File: src/rtl/core/amc_pkg.sv
package amc_pkg;

    // Format codes, shared by the extension class, the sniffed format and the plan.
    localparam int FMT_W = 4;
    typedef logic [FMT_W-1:0] t_fmt;
    localparam t_fmt FMT_NONE   = 4'd0;
    localparam t_fmt FMT_ZIP    = 4'd1;
    localparam t_fmt FMT_7Z     = 4'd2;
    localparam t_fmt FMT_RAR    = 4'd3;
    localparam t_fmt FMT_TAR    = 4'd4;
    localparam t_fmt FMT_GZIP   = 4'd5;
    localparam t_fmt FMT_BZIP2  = 4'd6;
    localparam t_fmt FMT_XZ     = 4'd7;
    localparam t_fmt FMT_ZSTD   = 4'd8;
    localparam t_fmt FMT_LZ4    = 4'd9;
    localparam t_fmt FMT_BROTLI = 4'd10;

    typedef logic [1:0] t_kind;
    localparam t_kind KIND_NONE      = 2'd0;
    localparam t_kind KIND_CONTAINER = 2'd1;
    localparam t_kind KIND_STREAM    = 2'd2;

    typedef logic [2:0] t_filt;
    localparam t_filt FILT_NONE   = 3'd0;
    localparam t_filt FILT_BROTLI = 3'd6;

    // A stream format sits this far above its filter code.
    localparam t_fmt FILT_TO_FMT = 4'd4;

    typedef logic [1:0] t_backend;
    localparam t_backend BE_NONE    = 2'd0;
    localparam t_backend BE_GENERAL = 2'd1;
    localparam t_backend BE_ALT_LIB = 2'd2;
    localparam t_backend BE_BROTLI  = 2'd3;

    typedef logic [7:0] t_byte;

    // Leading signatures in priority order, padded to the longest mark.
    localparam int NUM_LEAD  = 10;
    localparam int SIG_MAX   = 6;
    localparam int USTAR_BIT = 10;
    localparam int USTAR_AT  = 257;
    localparam int USTAR_LEN = 5;
    localparam int ALIVE_W   = NUM_LEAD + 1;

    localparam t_byte LEAD_SIG [NUM_LEAD][SIG_MAX] = '{
        '{8'h37, 8'h7A, 8'hBC, 8'hAF, 8'h27, 8'h1C},
        '{8'h50, 8'h4B, 8'h03, 8'h04, 8'h00, 8'h00},
        '{8'h50, 8'h4B, 8'h05, 8'h06, 8'h00, 8'h00},
        '{8'h50, 8'h4B, 8'h07, 8'h08, 8'h00, 8'h00},
        '{8'h52, 8'h61, 8'h72, 8'h21, 8'h1A, 8'h07},
        '{8'h1F, 8'h8B, 8'h00, 8'h00, 8'h00, 8'h00},
        '{8'h42, 8'h5A, 8'h68, 8'h00, 8'h00, 8'h00},
        '{8'hFD, 8'h37, 8'h7A, 8'h58, 8'h5A, 8'h00},
        '{8'h28, 8'hB5, 8'h2F, 8'hFD, 8'h00, 8'h00},
        '{8'h04, 8'h22, 8'h4D, 8'h18, 8'h00, 8'h00}
    };
    localparam logic [2:0] LEAD_LEN [NUM_LEAD] = '{
        3'd6, 3'd4, 3'd4, 3'd4, 3'd6, 3'd2, 3'd3, 3'd6, 3'd4, 3'd4
    };
    localparam t_fmt LEAD_FMT [NUM_LEAD] = '{
        FMT_7Z, FMT_ZIP, FMT_ZIP, FMT_ZIP, FMT_RAR,
        FMT_GZIP, FMT_BZIP2, FMT_XZ, FMT_ZSTD, FMT_LZ4
    };
    localparam t_byte USTAR_SIG [USTAR_LEN] = '{8'h75, 8'h73, 8'h74, 8'h61, 8'h72};

    typedef struct packed {
        logic  matched;
        t_fmt  format;
        t_kind kind;
        t_filt filter;
    } t_ext_class;

    typedef struct packed {
        t_fmt     format;
        t_kind    kind;
        t_filt    filter;
        t_backend backend;
        logic     overridden;
    } t_plan;

endpackage

File: src/rtl/core/amc_sniffer.sv
module amc_sniffer import amc_pkg::*; #(
    parameter int HEADER_BYTES = 512
) (
    input  logic  i_clk,
    input  logic  i_rst_n,
    input  logic  i_take,
    input  t_byte i_header_byte,
    input  logic  i_byte_present,
    input  logic  i_last_item,
    output t_fmt  o_sniffed
);

    localparam int CW = $clog2(HEADER_BYTES + 1);

    logic [CW-1:0]      r_count, n_count;
    logic [ALIVE_W-1:0] r_alive, n_alive;
    logic [CW-1:0]      ustar_off;
    logic               take_byte;

    always_comb begin
        n_count   = r_count;
        n_alive   = r_alive;
        ustar_off = r_count - CW'(USTAR_AT);
        take_byte = i_take && i_byte_present && (r_count < CW'(HEADER_BYTES));
        if (take_byte) begin
            for (int i = 0; i < NUM_LEAD; i++) begin
                if (r_count < CW'(LEAD_LEN[i]) &&
                    i_header_byte != LEAD_SIG[i][r_count[2:0]]) begin
                    n_alive[i] = 1'b0;
                end
            end
            if (r_count >= CW'(USTAR_AT) && r_count < CW'(USTAR_AT + USTAR_LEN) &&
                i_header_byte != USTAR_SIG[ustar_off[2:0]]) begin
                n_alive[USTAR_BIT] = 1'b0;
            end
            n_count = r_count + 1'b1;
        end
    end

    // The result is judged on the state as it stands after this word's byte.
    always_comb begin
        o_sniffed = FMT_NONE;
        if (n_alive[USTAR_BIT] && n_count >= CW'(USTAR_AT + USTAR_LEN)) begin
            o_sniffed = FMT_TAR;
        end
        for (int i = NUM_LEAD - 1; i >= 0; i--) begin
            if (n_alive[i] && n_count >= CW'(LEAD_LEN[i])) begin
                o_sniffed = LEAD_FMT[i];
            end
        end
    end

    always_ff @(posedge i_clk) begin
        if (!i_rst_n) begin
            r_count <= '0;
            r_alive <= '1;
        end else if (i_take) begin
            if (i_last_item) begin
                r_count <= '0;
                r_alive <= '1;
            end else begin
                r_count <= n_count;
                r_alive <= n_alive;
            end
        end
    end

    a_count_bound : assert property (@(posedge i_clk) disable iff (!i_rst_n)
        r_count <= CW'(HEADER_BYTES))
        else $error("byte count ran past the header size");

    a_fresh_after_last : assert property (@(posedge i_clk) disable iff (!i_rst_n)
        (i_take && i_last_item) |=> (r_count == '0 && r_alive == '1))
        else $error("state not cleared after the last word of a header");

    a_ustar_untouched : assert property (@(posedge i_clk) disable iff (!i_rst_n)
        (r_count <= CW'(USTAR_AT)) |-> r_alive[USTAR_BIT])
        else $error("tar mark dropped before its offset was reached");

endmodule

File: src/rtl/core/amc_planner.sv
module amc_planner import amc_pkg::*; (
    input  t_fmt       i_sniffed,
    input  t_ext_class i_ext,
    output t_plan      o_plan
);

    t_fmt  ef;
    t_kind ek;
    t_filt efl;
    logic  brotli_ext;
    logic  agrees;

    always_comb begin
        // Codes outside their range count as unknown.
        ef  = (i_ext.format > FMT_BROTLI) ? FMT_NONE : i_ext.format;
        ek  = (i_ext.kind > KIND_STREAM) ? KIND_NONE : i_ext.kind;
        efl = (i_ext.filter > FILT_BROTLI) ? FILT_NONE : i_ext.filter;

        brotli_ext = i_ext.matched && (ef == FMT_BROTLI || efl == FILT_BROTLI);
        agrees = i_ext.matched && (i_sniffed == ef ||
                 (efl != FILT_NONE && i_sniffed == FMT_W'(efl) + FILT_TO_FMT));

        o_plan = '0;
        if (brotli_ext || (i_sniffed != FMT_NONE && agrees) ||
            (i_sniffed == FMT_NONE && i_ext.matched)) begin
            o_plan.format = ef;
            o_plan.kind   = ek;
            o_plan.filter = efl;
        end else if (i_sniffed != FMT_NONE) begin
            o_plan.format     = i_sniffed;
            o_plan.kind       = (i_sniffed <= FMT_TAR) ? KIND_CONTAINER : KIND_STREAM;
            o_plan.filter     = (i_sniffed >= FMT_GZIP) ?
                                3'(i_sniffed - FILT_TO_FMT) : FILT_NONE;
            o_plan.overridden = i_ext.matched;
        end

        if (o_plan.format == FMT_NONE) begin
            o_plan.backend = BE_NONE;
        end else if (o_plan.filter == FILT_BROTLI || o_plan.format == FMT_BROTLI) begin
            o_plan.backend = BE_BROTLI;
        end else if (o_plan.format == FMT_RAR) begin
            o_plan.backend = BE_ALT_LIB;
        end else begin
            o_plan.backend = BE_GENERAL;
        end
    end

endmodule

File: src/rtl/core/archive_magic_classifier.sv
// Archive format classifier. Feed the header bytes of a file one word per byte,
// in file order, and mark the final word with i_last_item; that word also carries
// the class derived from the file name's extension, and it may be an empty word
// (i_byte_present low) that only closes the header. The block tracks ten leading
// signatures (7z, three zip marks, rar, gzip, bzip2, xz, zstd, lz4) and the tar
// mark "ustar" at offset 257, chooses the first live signature in that priority
// order with tar last, reconciles it with the extension class and names a backend.
// Only the final word of a header yields a result word; the others yield nothing.
// Bytes beyond HEADER_BYTES are ignored and the count holds there. One word can be
// taken every clock cycle: each byte only updates a position counter and a row of
// match flags, and the final word's result is formed in the same cycle and held in
// the output register, so it appears on the cycle after the word is taken. While a
// result sits unread in that register, o_ready follows i_ready, so every word, not
// only a final one, waits until the consumer takes the result; a result read in the
// same cycle lets the next word in at once, and the block is ready for a new header
// straight after a final word.
module archive_magic_classifier import amc_pkg::*; #(
    parameter int HEADER_BYTES = 512
) (
    input  logic     i_clk,
    input  logic     i_rst_n,

    input  logic     i_valid,
    output logic     o_ready,
    input  t_byte    i_header_byte,
    input  logic     i_byte_present,
    input  logic     i_last_item,
    input  logic     i_ext_matched,
    input  t_fmt     i_ext_format,
    input  t_kind    i_ext_kind,
    input  t_filt    i_ext_filter,

    output logic     o_valid,
    input  logic     i_ready,
    output t_fmt     o_sniffed_format,
    output t_fmt     o_plan_format,
    output t_kind    o_plan_kind,
    output t_filt    o_plan_filter,
    output t_backend o_backend,
    output logic     o_overridden
);

    logic       accept;
    t_fmt       sniffed;
    t_ext_class ext;
    t_plan      plan;

    logic       r_out_valid;
    t_fmt       r_sniffed;
    t_plan      r_plan;

    // A new word may enter whenever the output register is empty or is being read.
    assign o_ready = !r_out_valid || i_ready;
    assign accept  = i_valid && o_ready;

    assign ext = '{matched: i_ext_matched, format: i_ext_format,
                   kind: i_ext_kind, filter: i_ext_filter};

    amc_sniffer #(
        .HEADER_BYTES(HEADER_BYTES)
    ) u_sniffer (
        .i_clk          (i_clk),
        .i_rst_n        (i_rst_n),
        .i_take         (accept),
        .i_header_byte  (i_header_byte),
        .i_byte_present (i_byte_present),
        .i_last_item    (i_last_item),
        .o_sniffed      (sniffed)
    );

    amc_planner u_planner (
        .i_sniffed (sniffed),
        .i_ext     (ext),
        .o_plan    (plan)
    );

    always_ff @(posedge i_clk) begin
        if (!i_rst_n) begin
            r_out_valid <= 1'b0;
        end else if (accept && i_last_item) begin
            r_out_valid <= 1'b1;
        end else if (i_ready) begin
            r_out_valid <= 1'b0;
        end
    end

    // The result payload needs no reset; it is only looked at while valid.
    always_ff @(posedge i_clk) begin
        if (accept && i_last_item) begin
            r_sniffed <= sniffed;
            r_plan    <= plan;
        end
    end

    assign o_valid          = r_out_valid;
    assign o_sniffed_format = r_sniffed;
    assign o_plan_format    = r_plan.format;
    assign o_plan_kind      = r_plan.kind;
    assign o_plan_filter    = r_plan.filter;
    assign o_backend        = r_plan.backend;
    assign o_overridden     = r_plan.overridden;

    a_backend_none : assert property (@(posedge i_clk) disable iff (!i_rst_n)
        o_valid |-> ((o_plan_format == FMT_NONE) == (o_backend == BE_NONE)))
        else $error("backend disagrees with an empty plan");

    a_override_content : assert property (@(posedge i_clk) disable iff (!i_rst_n)
        (o_valid && o_overridden) |->
        (o_plan_format == o_sniffed_format && o_sniffed_format != FMT_NONE))
        else $error("override flagged without a content plan");

    a_alt_lib_rar : assert property (@(posedge i_clk) disable iff (!i_rst_n)
        (o_valid && o_backend == BE_ALT_LIB) |-> (o_plan_format == FMT_RAR))
        else $error("alternative library chosen for a format other than rar");

endmodule

File: config.mk
export PLATFORM = sky130hd
export DESIGN_NAME = archive_magic_classifier
export DESIGN_NICKNAME = d
export VERILOG_FILES = /design/src/rtl/core/amc_pkg.sv /design/src/rtl/core/amc_sniffer.sv /design/src/rtl/core/amc_planner.sv /design/src/rtl/core/archive_magic_classifier.sv
export SDC_FILE = /design/constraint.sdc
export NUM_CORES = 1
export LEC_CHECK = 0
export ABC_AREA = 1
export BUFFER_PORTS_ARGS = -buffer_cell sky130_fd_sc_hd__buf_2
export CORE_MARGIN = 4
export CORE_UTILIZATION = 60
export DETAILED_ROUTE_END_ITERATION = 7
export PLACE_DENSITY = 0.81
export SLEW_MARGIN = 20
export SYNTH_ARGS = -nofsm -noshare
export SYNTH_HDL_FRONTEND = slang
export SYNTH_SLANG_ARGS = --single-unit
File: constraint.sdc
create_clock -name i_clk -period 5.89 [get_ports i_clk]
set_input_delay 1.178 -clock i_clk [delete_from_list [all_inputs] [get_ports i_clk]]
set_output_delay 1.178 -clock i_clk [all_outputs]
set_load 0.01 [all_outputs]
======== Yosys cells after proc, flatten, opt, wreduce, memory -nomap -nowiden ========
Memories as Yosys holds them, arrays and structs flattened.
Cells that the tools add are included.
storage, ports and cells
  word-level logic and storage cells ...... 168
  memories kept ........................... 11
  register bits after elaboration ......... 38
  memory bits (read-only) ................. 704
  input bits .............................. 24
memories
  name             depth  bits a word  rd ports  clocked after Yosys merged registers in  write ports  line               source
  (no name shown)  8      8            1         0                                        0            amc_sniffer.sv:28  i_header_byte != LEAD_SIG[i][r_count[2:0]]) begin
  (no name shown)  8      8            1         0                                        0            amc_sniffer.sv:28
  (no name shown)  8      8            1         0                                        0            amc_sniffer.sv:28
  (no name shown)  8      8            1         0                                        0            amc_sniffer.sv:28
  (no name shown)  8      8            1         0                                        0            amc_sniffer.sv:28
  (no name shown)  8      8            1         0                                        0            amc_sniffer.sv:28
  5 more memories  -      -            -         -                                        -            -
operators by class
  $add $sub $neg .......................... 4
  reduce and logical (&&, ||, !) cells .... 45
  bitwise gates (word level) .............. 3
  equal/unequal tests ..................... 18
  mux-type cells .......................... 59
  magnitude comparators ................... 19
operator list
  operator                                                            number
  2-to-1 mux 8 bit                                                    22
  != test 8 bit                                                       11
  2-to-1 mux 4 bit                                                    11
  logical AND 1 bit                                                   32
  2-to-1 mux 11 bit                                                   2
  greater-or-equal comparator 10 x 2 -> 1 bit, second input constant  2
  greater-or-equal comparator 10 x 3 -> 1 bit, second input constant  2
  greater-or-equal comparator 10 x 9 -> 1 bit, second input constant  2
  less-than comparator 10 x 2 -> 1 bit, second input constant         2
  less-than comparator 10 x 3 -> 1 bit, second input constant         2
  2-to-1 mux 10 bit                                                   2
  2-to-1 mux 9 bit                                                    2
  2-to-1 mux 1 bit                                                    13
  adder 10 x 1 -> 10 bit, second input constant                       1
  less-than comparator 10 bit, second input constant                  1
  less-than comparator 10 x 9 -> 1 bit, second input constant         1
  2-to-1 mux 3 bit                                                    3
  equality test 4 bit                                                 2
  equality test 4 bit, second input constant                          2
  greater-or-equal comparator 4 bit, second input constant            2
  logical NOT 4 bit                                                   2
  2-to-1 mux 2 bit                                                    4
  NOT 3 -> 4 bit                                                      2
  equality test 3 bit, second input constant                          2
  16 further kinds                                                    21

======== Longest topological paths before layout ========
Gate-level depths: netlist of the first run.
  word-level depth ........................ 32
  gate-level depth with buffers ........... 31

======== Modules after synthesis ========
From an unflattened synthesis of the first run, not the netlist that was laid out.
unflattened totals
  cells, all modules ...................... 617
  area total of the unflattened synthesis .. 3813.7 um^2
by module, submodules not included
  module                    times used  area each (um^2)  cells each  sequential area each (um^2)
  amc_sniffer               1           2658.8            473         420.4
  amc_planner               1           603.1             117         0.0
  archive_magic_classifier  1           551.8             27          500.5

======== Worst setup path after synthesis of the first run ========
Ideal clock, no wire load.
  kind .................................... input-to-reg
  from .................................... in i_ready
  to ...................................... reg r_plan, in the netlist o_backend[0] (data pin)
  slack ................................... 2.294 ns
  setup time .............................. 0.249 ns
  path buffers ............................ 1
  cell stages on the path ................. 26
  arrival time ............................ 3.347 ns
  path through ............................ inv_2 -> nand2_4 -> nand2_4 -> nor2_8 -> buf_6 -> nand3_1 -> nand2_1 -> nand2_1 -> nor2_4 -> nand3_1 -> nand2_2 -> nand2_4 -> nor2_8 -> nand2_2 -> nand2_2 -> nand2_1 -> nor2_1 -> nor2_2 -> nand3_4 -> nand2_4 -> nand2_2 -> nand2_2 -> nor2_2 -> nand3_1 -> nand2_1 -> inv_1
RTL lines
  element               line                            source
  start, declared       archive_magic_classifier.sv:34  input logic i_ready,
  end signal, assigned  archive_magic_classifier.sv:91  r_plan <= plan;
  end, declared         archive_magic_classifier.sv:50  t_plan r_plan;

==> impl_results.md, run 1 <==
* Number of remaining DRC errors at 0
* Aggregate global routing overflow at 0
* Vias at 3826
* Max Transition Viols Final at 0
* Synthesized area at 3640 µm²
* Initial detailed-routing violation count at 334
* Clock H-tree levels at 2
* Source-to-sink clock delay at the later pin of the worst-skew pair at 0.30 ns
* Die boundary height at 85.8 µm
* Post-synth net total at 600
* Floorplan die width at 85.8 µm
* Post-Syn Instances at 567
* Number of cells upsized or downsized after cts at 0
* Setup slack at placement at 1.69 ns
* Maximum vdd ir drop at 147 µV
* Result of the run: finished clean
* Type of the tightest min-delay check: flop to flop
* Data arrival time at the worst-slack endpoint at 4.22 ns
* Clk pin slew, worst setup/hold paths at 0.08 ns
* Final Worst Setup Slack at 1.73 ns
* Setup tns final at 0 ns
* Worst slew margin relative to its limit at 0.453
* Number of global-route vias before repair at 3527
* Buffer depth of the longest clock path at 2
* Global-route wire length before repair at 16500 µm
* Inserted Clock Buffers at 5
* Endpoint class of the critical path: flop
* Slew at the pin with the worst max-slew slack at 0.819 ns
* Pin count of the biggest net entering global routing at 20
* Critical path class: flop to flop
* Vias per inst at 5.64
* Cell Rows at 28
* Count of pins on the block boundary at 42
* Initial core utilization at 0.618
* Worst-path maximum fanout at 19
* Number of diodes at 0
* Total of max-cap violations at 0
* Cell area power density at 197 nW/µm²
* Final weighted congestion in routability-driven placement at 1.01
* Root buffer cell: sky130_fd_sc_hd__clkbuf_8
* Category of the worst setup path launch point: flop
* Core area at 5890 µm²
* Static leakage power at 2.00 nW
* Fmax at 240 MHz
* Router iterations before antenna repair at 6
* Area growth, synth to finish at 8.95%
* Sequential element share of the synthesized area at 0.253
* Die Area at 7370 µm²
* All-layer global routing usage at 0.280
* TritonCTS clock tree: yes
* Setup-violating endpoint count in the final report at 0
* Post-layout min period at 4.16 ns
* Post-DP HPWL at 7690 µm
* Net count of the finished layout at 635
* Placed Cells incl. Taps at 670
* Endpoint required time on the critical path at 5.95 ns
* Clock sinks at 38
* Routed length per placed instance at 14.6 µm
* Synth Area per Inst at 6.41 µm²
* Post-detailed-route count of antenna-violating nets at 0
* Layout Cells excl Fill at 678
* IO Port Bufs at 41
* #FFs+latches synth at 38
* Final period utilization at 0.706
* Yosys cell types at 37
* Final wirelength at 9900 µm
* Post-CTS setup-driven buffer insertion count at 0
* Number of hold-repair buffers added at the cts stage at 0
* Share of cells above drive strength 1 at 0.199
* Final hold viol count at 0
* Number of antenna violations at the first check in global routing at 0
* RSZ-0062 raised after global routing: no
* Worst Clk Skew at 0.00412 ns
* Synthesis Warnings at 0
==> layer usage <==
layer  vias up  global-route usage  wire length, µm
met2       214               0.465             4670
met1      1709               0.367             4030
met3        20              0.0586             1040
met5         -                   0                0
li1       1883                   -                -
met4         0              0.0835              160
==> metrics by stage <==
step / instance area [µm²] / hold slack [ns] / power, mW / util
2_1_floorplan: 3640 / 0.414 / 0.502 / -
3_3_place_gp: 3850 / 0.424 / 0.554 / 0.655
3_5_place_dp: 3850 / 0.436 / 0.562 / 0.655
4_1_cts: 3960 / 0.455 / 0.782 / 0.673
5_1_grt: 3960 / 0.477 / 0.826 / 0.673
6_report: 3960 / 0.452 / 0.782 / 0.673
==> final timing paths <==
kind                                          start                                 to  slack [ns]  depth (start not counted)
setup / recovery  u_sniffer.r_count[2]$_SDFFE_PN0N_         o_backend[0]$_SDFFCE_PN0P_        1.73                         23
hold / removal    u_sniffer.r_alive[1]$_SDFFE_PN1N_  u_sniffer.r_alive[1]$_SDFFE_PN1N_        0.45                          2
setup reg to reg  u_sniffer.r_count[2]$_SDFFE_PN0N_         o_backend[0]$_SDFFCE_PN0P_        1.73                         23
hold reg to reg   u_sniffer.r_alive[1]$_SDFFE_PN1N_  u_sniffer.r_alive[1]$_SDFFE_PN1N_        0.45                          2
==> flip-flops by register name (all words and copies together), names as in the netlist <==
register and cells:
o_backend 2, o_plan_format 4, o_valid 1, u_sniffer.r_alive 11, u_sniffer.r_count 10, o_plan_filter 3
o_plan_kind 2, o_overridden 1, o_sniffed_format 4
==> cell usage after synthesis, drive strengths merged <==
| cell | number | area [µm²] |
|---|---|---|
| nand3 | 65 | 370 |
| nor2 | 64 | 329 |
| ha | 9 | 113 |
| edfxtp | 16 | 480 |
| o32ai | 1 | 16.3 |
| xnor2 | 3 | 26.3 |
| or2 | 6 | 37.5 |
| o21ai | 20 | 100 |
| inv | 65 | 246 |
| nor3 | 10 | 60.1 |
| clkbuf | 2 | 7.51 |
| nand3b | 1 | 7.51 |
| xor2 | 20 | 175 |
| a21boi | 6 | 45.0 |
| buf | 12 | 80.1 |
| a21oi | 21 | 109 |
| nand4 | 10 | 62.6 |
| o211ai | 3 | 22.5 |
| nand2 | 208 | 893 |
| nor4 | 1 | 6.26 |
| clkinv | 2 | 7.51 |
| dfxtp | 22 | 440 |
==> power breakdown <==
part           leakage (nW)  total, mW  internal, mW  switching (mW)
registers             0.332      0.301         0.296         0.00573
clock network        0.0528      0.220         0.125          0.0954
logic                  1.61      0.260        0.0863           0.173
==> layout by cell type (no fill, tap or decap), types with 10 or more instances in the layout <==
cell                         n
sky130_fd_sc_hd__dfxtp_1    22
sky130_fd_sc_hd__xor2_1     20
sky130_fd_sc_hd__a21oi_1    20
sky130_fd_sc_hd__nor2_1     51
sky130_fd_sc_hd__edfxtp_1   16
sky130_fd_sc_hd__o21ai_0    12
sky130_fd_sc_hd__nand3_1    59
sky130_fd_sc_hd__inv_1      53
sky130_fd_sc_hd__nand2_1   177
sky130_fd_sc_hd__inv_2      11
sky130_fd_sc_hd__nand2_2    24
sky130_fd_sc_hd__nand4_1    10
sky130_fd_sc_hd__buf_2      41
==> logic make-up after synthesis <==
family                   Yosys count  share of synthesized area
buffers and inverters             81                     0.0939
AND/OR/NAND/NOR                  365                      0.486
AO/OA/AOI/OAI                     51                     0.0805
adder cells (fa/ha/maj)            9                     0.0310
XOR/XNOR                          23                     0.0554
flip-flops                        38                      0.253
==> cell type report <==
class / count / area, µm²
well taps: 75 / 93.8
fillers: 544 / 1920
inverters: 67 / 254
multi-input cells: 448 / 2370
clock buffers: 6 / 72.6
flip-flops and latches: 38 / 921
clock inverters: 2 / 33.8
repair buffers: 42 / 213
==> worst max-delay path, cell delays in order, from the launching register on <==
cell	delay [ns]
sky130_fd_sc_hd__dfxtp_1	0.85
sky130_fd_sc_hd__inv_4	0.23
sky130_fd_sc_hd__ha_1	0.37
sky130_fd_sc_hd__inv_1	0.11
sky130_fd_sc_hd__nand2_1	0.07
sky130_fd_sc_hd__xor2_1	0.14
sky130_fd_sc_hd__nor3_1	0.13
sky130_fd_sc_hd__nand4_1	0.13
sky130_fd_sc_hd__a21boi_0	0.42
sky130_fd_sc_hd__nand3_1	0.16
sky130_fd_sc_hd__nand2_2	0.10
sky130_fd_sc_hd__nand2_2	0.08
sky130_fd_sc_hd__nand2_1	0.06
sky130_fd_sc_hd__nand2_1	0.04
sky130_fd_sc_hd__nor2_1	0.11
sky130_fd_sc_hd__nand3_2	0.10
sky130_fd_sc_hd__nand3_4	0.13
sky130_fd_sc_hd__nand2_4	0.14
sky130_fd_sc_hd__nand2_1	0.12
sky130_fd_sc_hd__nand2_2	0.08
sky130_fd_sc_hd__nor2_1	0.14
sky130_fd_sc_hd__nand2_1	0.08
sky130_fd_sc_hd__nand2_1	0.06
sky130_fd_sc_hd__inv_1	0.04
(Power assumes the default switching activity.)
==> inputs of run 2 (changes only) <==
Settings changed: CORE_UTILIZATION 60 to 54, PLACE_DENSITY 0.81 to 0.77.
Clock period 5.89 ns to 3.6 ns, I/O delays scaled along.
==> impl_results.md, run 2 (synthesis gave the netlist of run 1 again) <==
* Cell area power density at 313 nW/µm²
* Number of antenna violations at the first check in global routing at 0
* Vias at 3866
* Router iterations before antenna repair at 5
* Post-DP HPWL at 7920 µm
* Setup-violating endpoint count in the final report at 0
* Clock sinks at 38
* Aggregate global routing overflow at 0
* Final period utilization at 0.950
* Fmax at 292 MHz
* Inserted Clock Buffers at 5
* Vias per inst at 5.55
* Clk pin slew, worst setup/hold paths at 0.08 ns
* Worst Clk Skew at 0.00543 ns
* Routed length per placed instance at 14.8 µm
* Setup tns final at 0 ns
* Result of the run: finished clean
* Worst slew margin relative to its limit at 0.551
* Type of the tightest min-delay check: flop to flop
* DP Area at 3950 µm²
* Number of diodes at 0
* Seq pwr share at 0.373
* Initial detailed-routing violation count at 224
* Global-route wire length before repair at 17000 µm
* Category of the worst setup path launch point: flop
* Endpoint required time on the critical path at 3.66 ns
* Area growth, synth to finish at 15.8%
* Share of cells above drive strength 1 at 0.254
* Final wirelength at 10300 µm
* Number of remaining DRC errors at 0
* Number of hold-repair buffers added at the cts stage at 0
* Die Area at 8110 µm²
* Fraction of power spent switching nets at 0.355
* All-layer global routing usage at 0.249
* IO Port Bufs at 41
* Number of global-route vias before repair at 3545
* Data arrival time at the worst-slack endpoint at 3.47 ns
* Core area at 6460 µm²
* Post-layout min period at 3.42 ns
* Floorplan die width at 90.1 µm
* Leading cell type in the layout, fill and taps excluded: sky130_fd_sc_hd__nand2_1
* Final weighted congestion in routability-driven placement at 0.987
* Worst-path maximum fanout at 10
* Post-route standard cell area excluding fillers at 4210 µm²
* Most frequent cells in the layout: sky130_fd_sc_hd__nand2_1 (175), sky130_fd_sc_hd__nand3_1 (59), sky130_fd_sc_hd__inv_1 (52)
* Count of pins on the block boundary at 42
* Final hold viol count at 0
* Largest register FFs at 11
* Source-to-sink clock delay at the later pin of the worst-skew pair at 0.29 ns
* Cell Rows at 29
* Net count of the finished layout at 651
* Internal portion of total power at 0.850 mW
* Clock H-tree levels at 2
* Post-detailed-route count of antenna-violating nets at 0
* Critical path class: flop to flop
* Clock network power share at 0.279
* Max Transition Viols Final at 0
* Die boundary height at 90.1 µm
* Endpoint class of the critical path: flop
* Total of max-cap violations at 0
* Registers with the most flip-flops: u_sniffer.r_alive x11, u_sniffer.r_count x10
* Root buffer cell: sky130_fd_sc_hd__clkbuf_8
* Pin count of the biggest net entering global routing at 20
* TritonCTS clock tree: yes
* Switching power of the nets at 0.467 mW
* Slew at the pin with the worst max-slew slack at 0.667 ns
* Static leakage power at 2.09 nW
* Buffer depth of the longest clock path at 2
* Maximum vdd ir drop at 226 µV
* Part of the power in combinational logic at 0.348
* Register with the most flip-flops: u_sniffer.r_alive
* Initial core utilization at 0.563
run 2: final timing paths:
| kind | to | slack (ns) | depth (start not counted) | start |
|---|---|---|---|---|
| worst max-delay path | o_backend[0]$_SDFFCE_PN0P_ | 0.18 | 25 | u_sniffer.r_count[1]$_SDFFE_PN0N_ |
| worst min-delay path | u_sniffer.r_alive[3]$_SDFFE_PN1N_ | 0.46 | 2 | u_sniffer.r_alive[3]$_SDFFE_PN1N_ |
| worst max register to register | o_backend[0]$_SDFFCE_PN0P_ | 0.18 | 25 | u_sniffer.r_count[1]$_SDFFE_PN0N_ |
| worst min register to register | u_sniffer.r_alive[3]$_SDFFE_PN1N_ | 0.46 | 2 | u_sniffer.r_alive[3]$_SDFFE_PN1N_ |
run 2: area by class of cell:
cell class              instances  area [µm²]
clock buffers                   5        68.8
multi-input cells             448        2480
flip-flops and latches         38         930
inverters                      67         263
fillers                       599        2250
clock inverters                 3        45.0
well taps                      77        96.3
repair buffers                 58         333
run 2: power by group through the flow:
stage               combinational [mW]  sequential, mW  clock [mW]
floorplan                        0.312           0.510           0
global route                     0.511           0.494       0.389
global placement                 0.419           0.501           0
detailed placement               0.428           0.502           0
finish                           0.458           0.491       0.367
CTS                              0.432           0.492       0.372
run 2: critical path, stage by stage, from the launching register on:
cell and delay [ns]:
sky130_fd_sc_hd__dfxtp_4 0.42, sky130_fd_sc_hd__inv_4 0.08, sky130_fd_sc_hd__ha_1 0.19, sky130_fd_sc_hd__inv_1 0.09, sky130_fd_sc_hd__ha_2 0.30, sky130_fd_sc_hd__inv_2 0.09
sky130_fd_sc_hd__nand2_1 0.07, sky130_fd_sc_hd__xor2_1 0.14, sky130_fd_sc_hd__nor3_1 0.12, sky130_fd_sc_hd__nand4_1 0.15, sky130_fd_sc_hd__a21boi_2 0.22, sky130_fd_sc_hd__nand3_1 0.12
sky130_fd_sc_hd__nand2_2 0.10, sky130_fd_sc_hd__nand2_2 0.09, sky130_fd_sc_hd__nand2_1 0.07, sky130_fd_sc_hd__nand2_1 0.04, sky130_fd_sc_hd__nor2_1 0.13, sky130_fd_sc_hd__nand3_2 0.11
sky130_fd_sc_hd__nand3_4 0.13, sky130_fd_sc_hd__nand2_8 0.09, sky130_fd_sc_hd__nand2_2 0.07, sky130_fd_sc_hd__nand2_2 0.06, sky130_fd_sc_hd__nor2_2 0.13, sky130_fd_sc_hd__nand2_1 0.08
sky130_fd_sc_hd__nand2_1 0.07, sky130_fd_sc_hd__inv_1 0.03
run 2: per-layer routing:
| metal | part of all wire | global-route usage |
|---|---|---|
| met3 | 0.068 | 0.0267 |
| met1 | 0.43 | 0.323 |
| met4 | 0.035 | 0.0982 |
| met5 | 0 | 0 |
| met2 | 0.47 | 0.422 |
run 2: stage by stage:
step                 util  instances  hold slack [ns]  power [mW]  setup WS [ns]
floorplan               -        567            0.414       0.822          0.462
global placement    0.611        684            0.426       0.920         0.0285
detailed placement  0.611        684            0.439       0.930        -0.0377
CTS                 0.629        692            0.459        1.30         0.0431
global route        0.652        696            0.488        1.39        -0.0261
finish              0.652        696            0.456        1.32          0.181
run 2: repair_timing:
action                                  4_1_cts  5_1_grt
pin swaps                                     0        7
endpoints found under the hold margin         0        0
resized for setup                             2       32
endpoints found under the setup margin        2       12
setup buffers                                 0        4
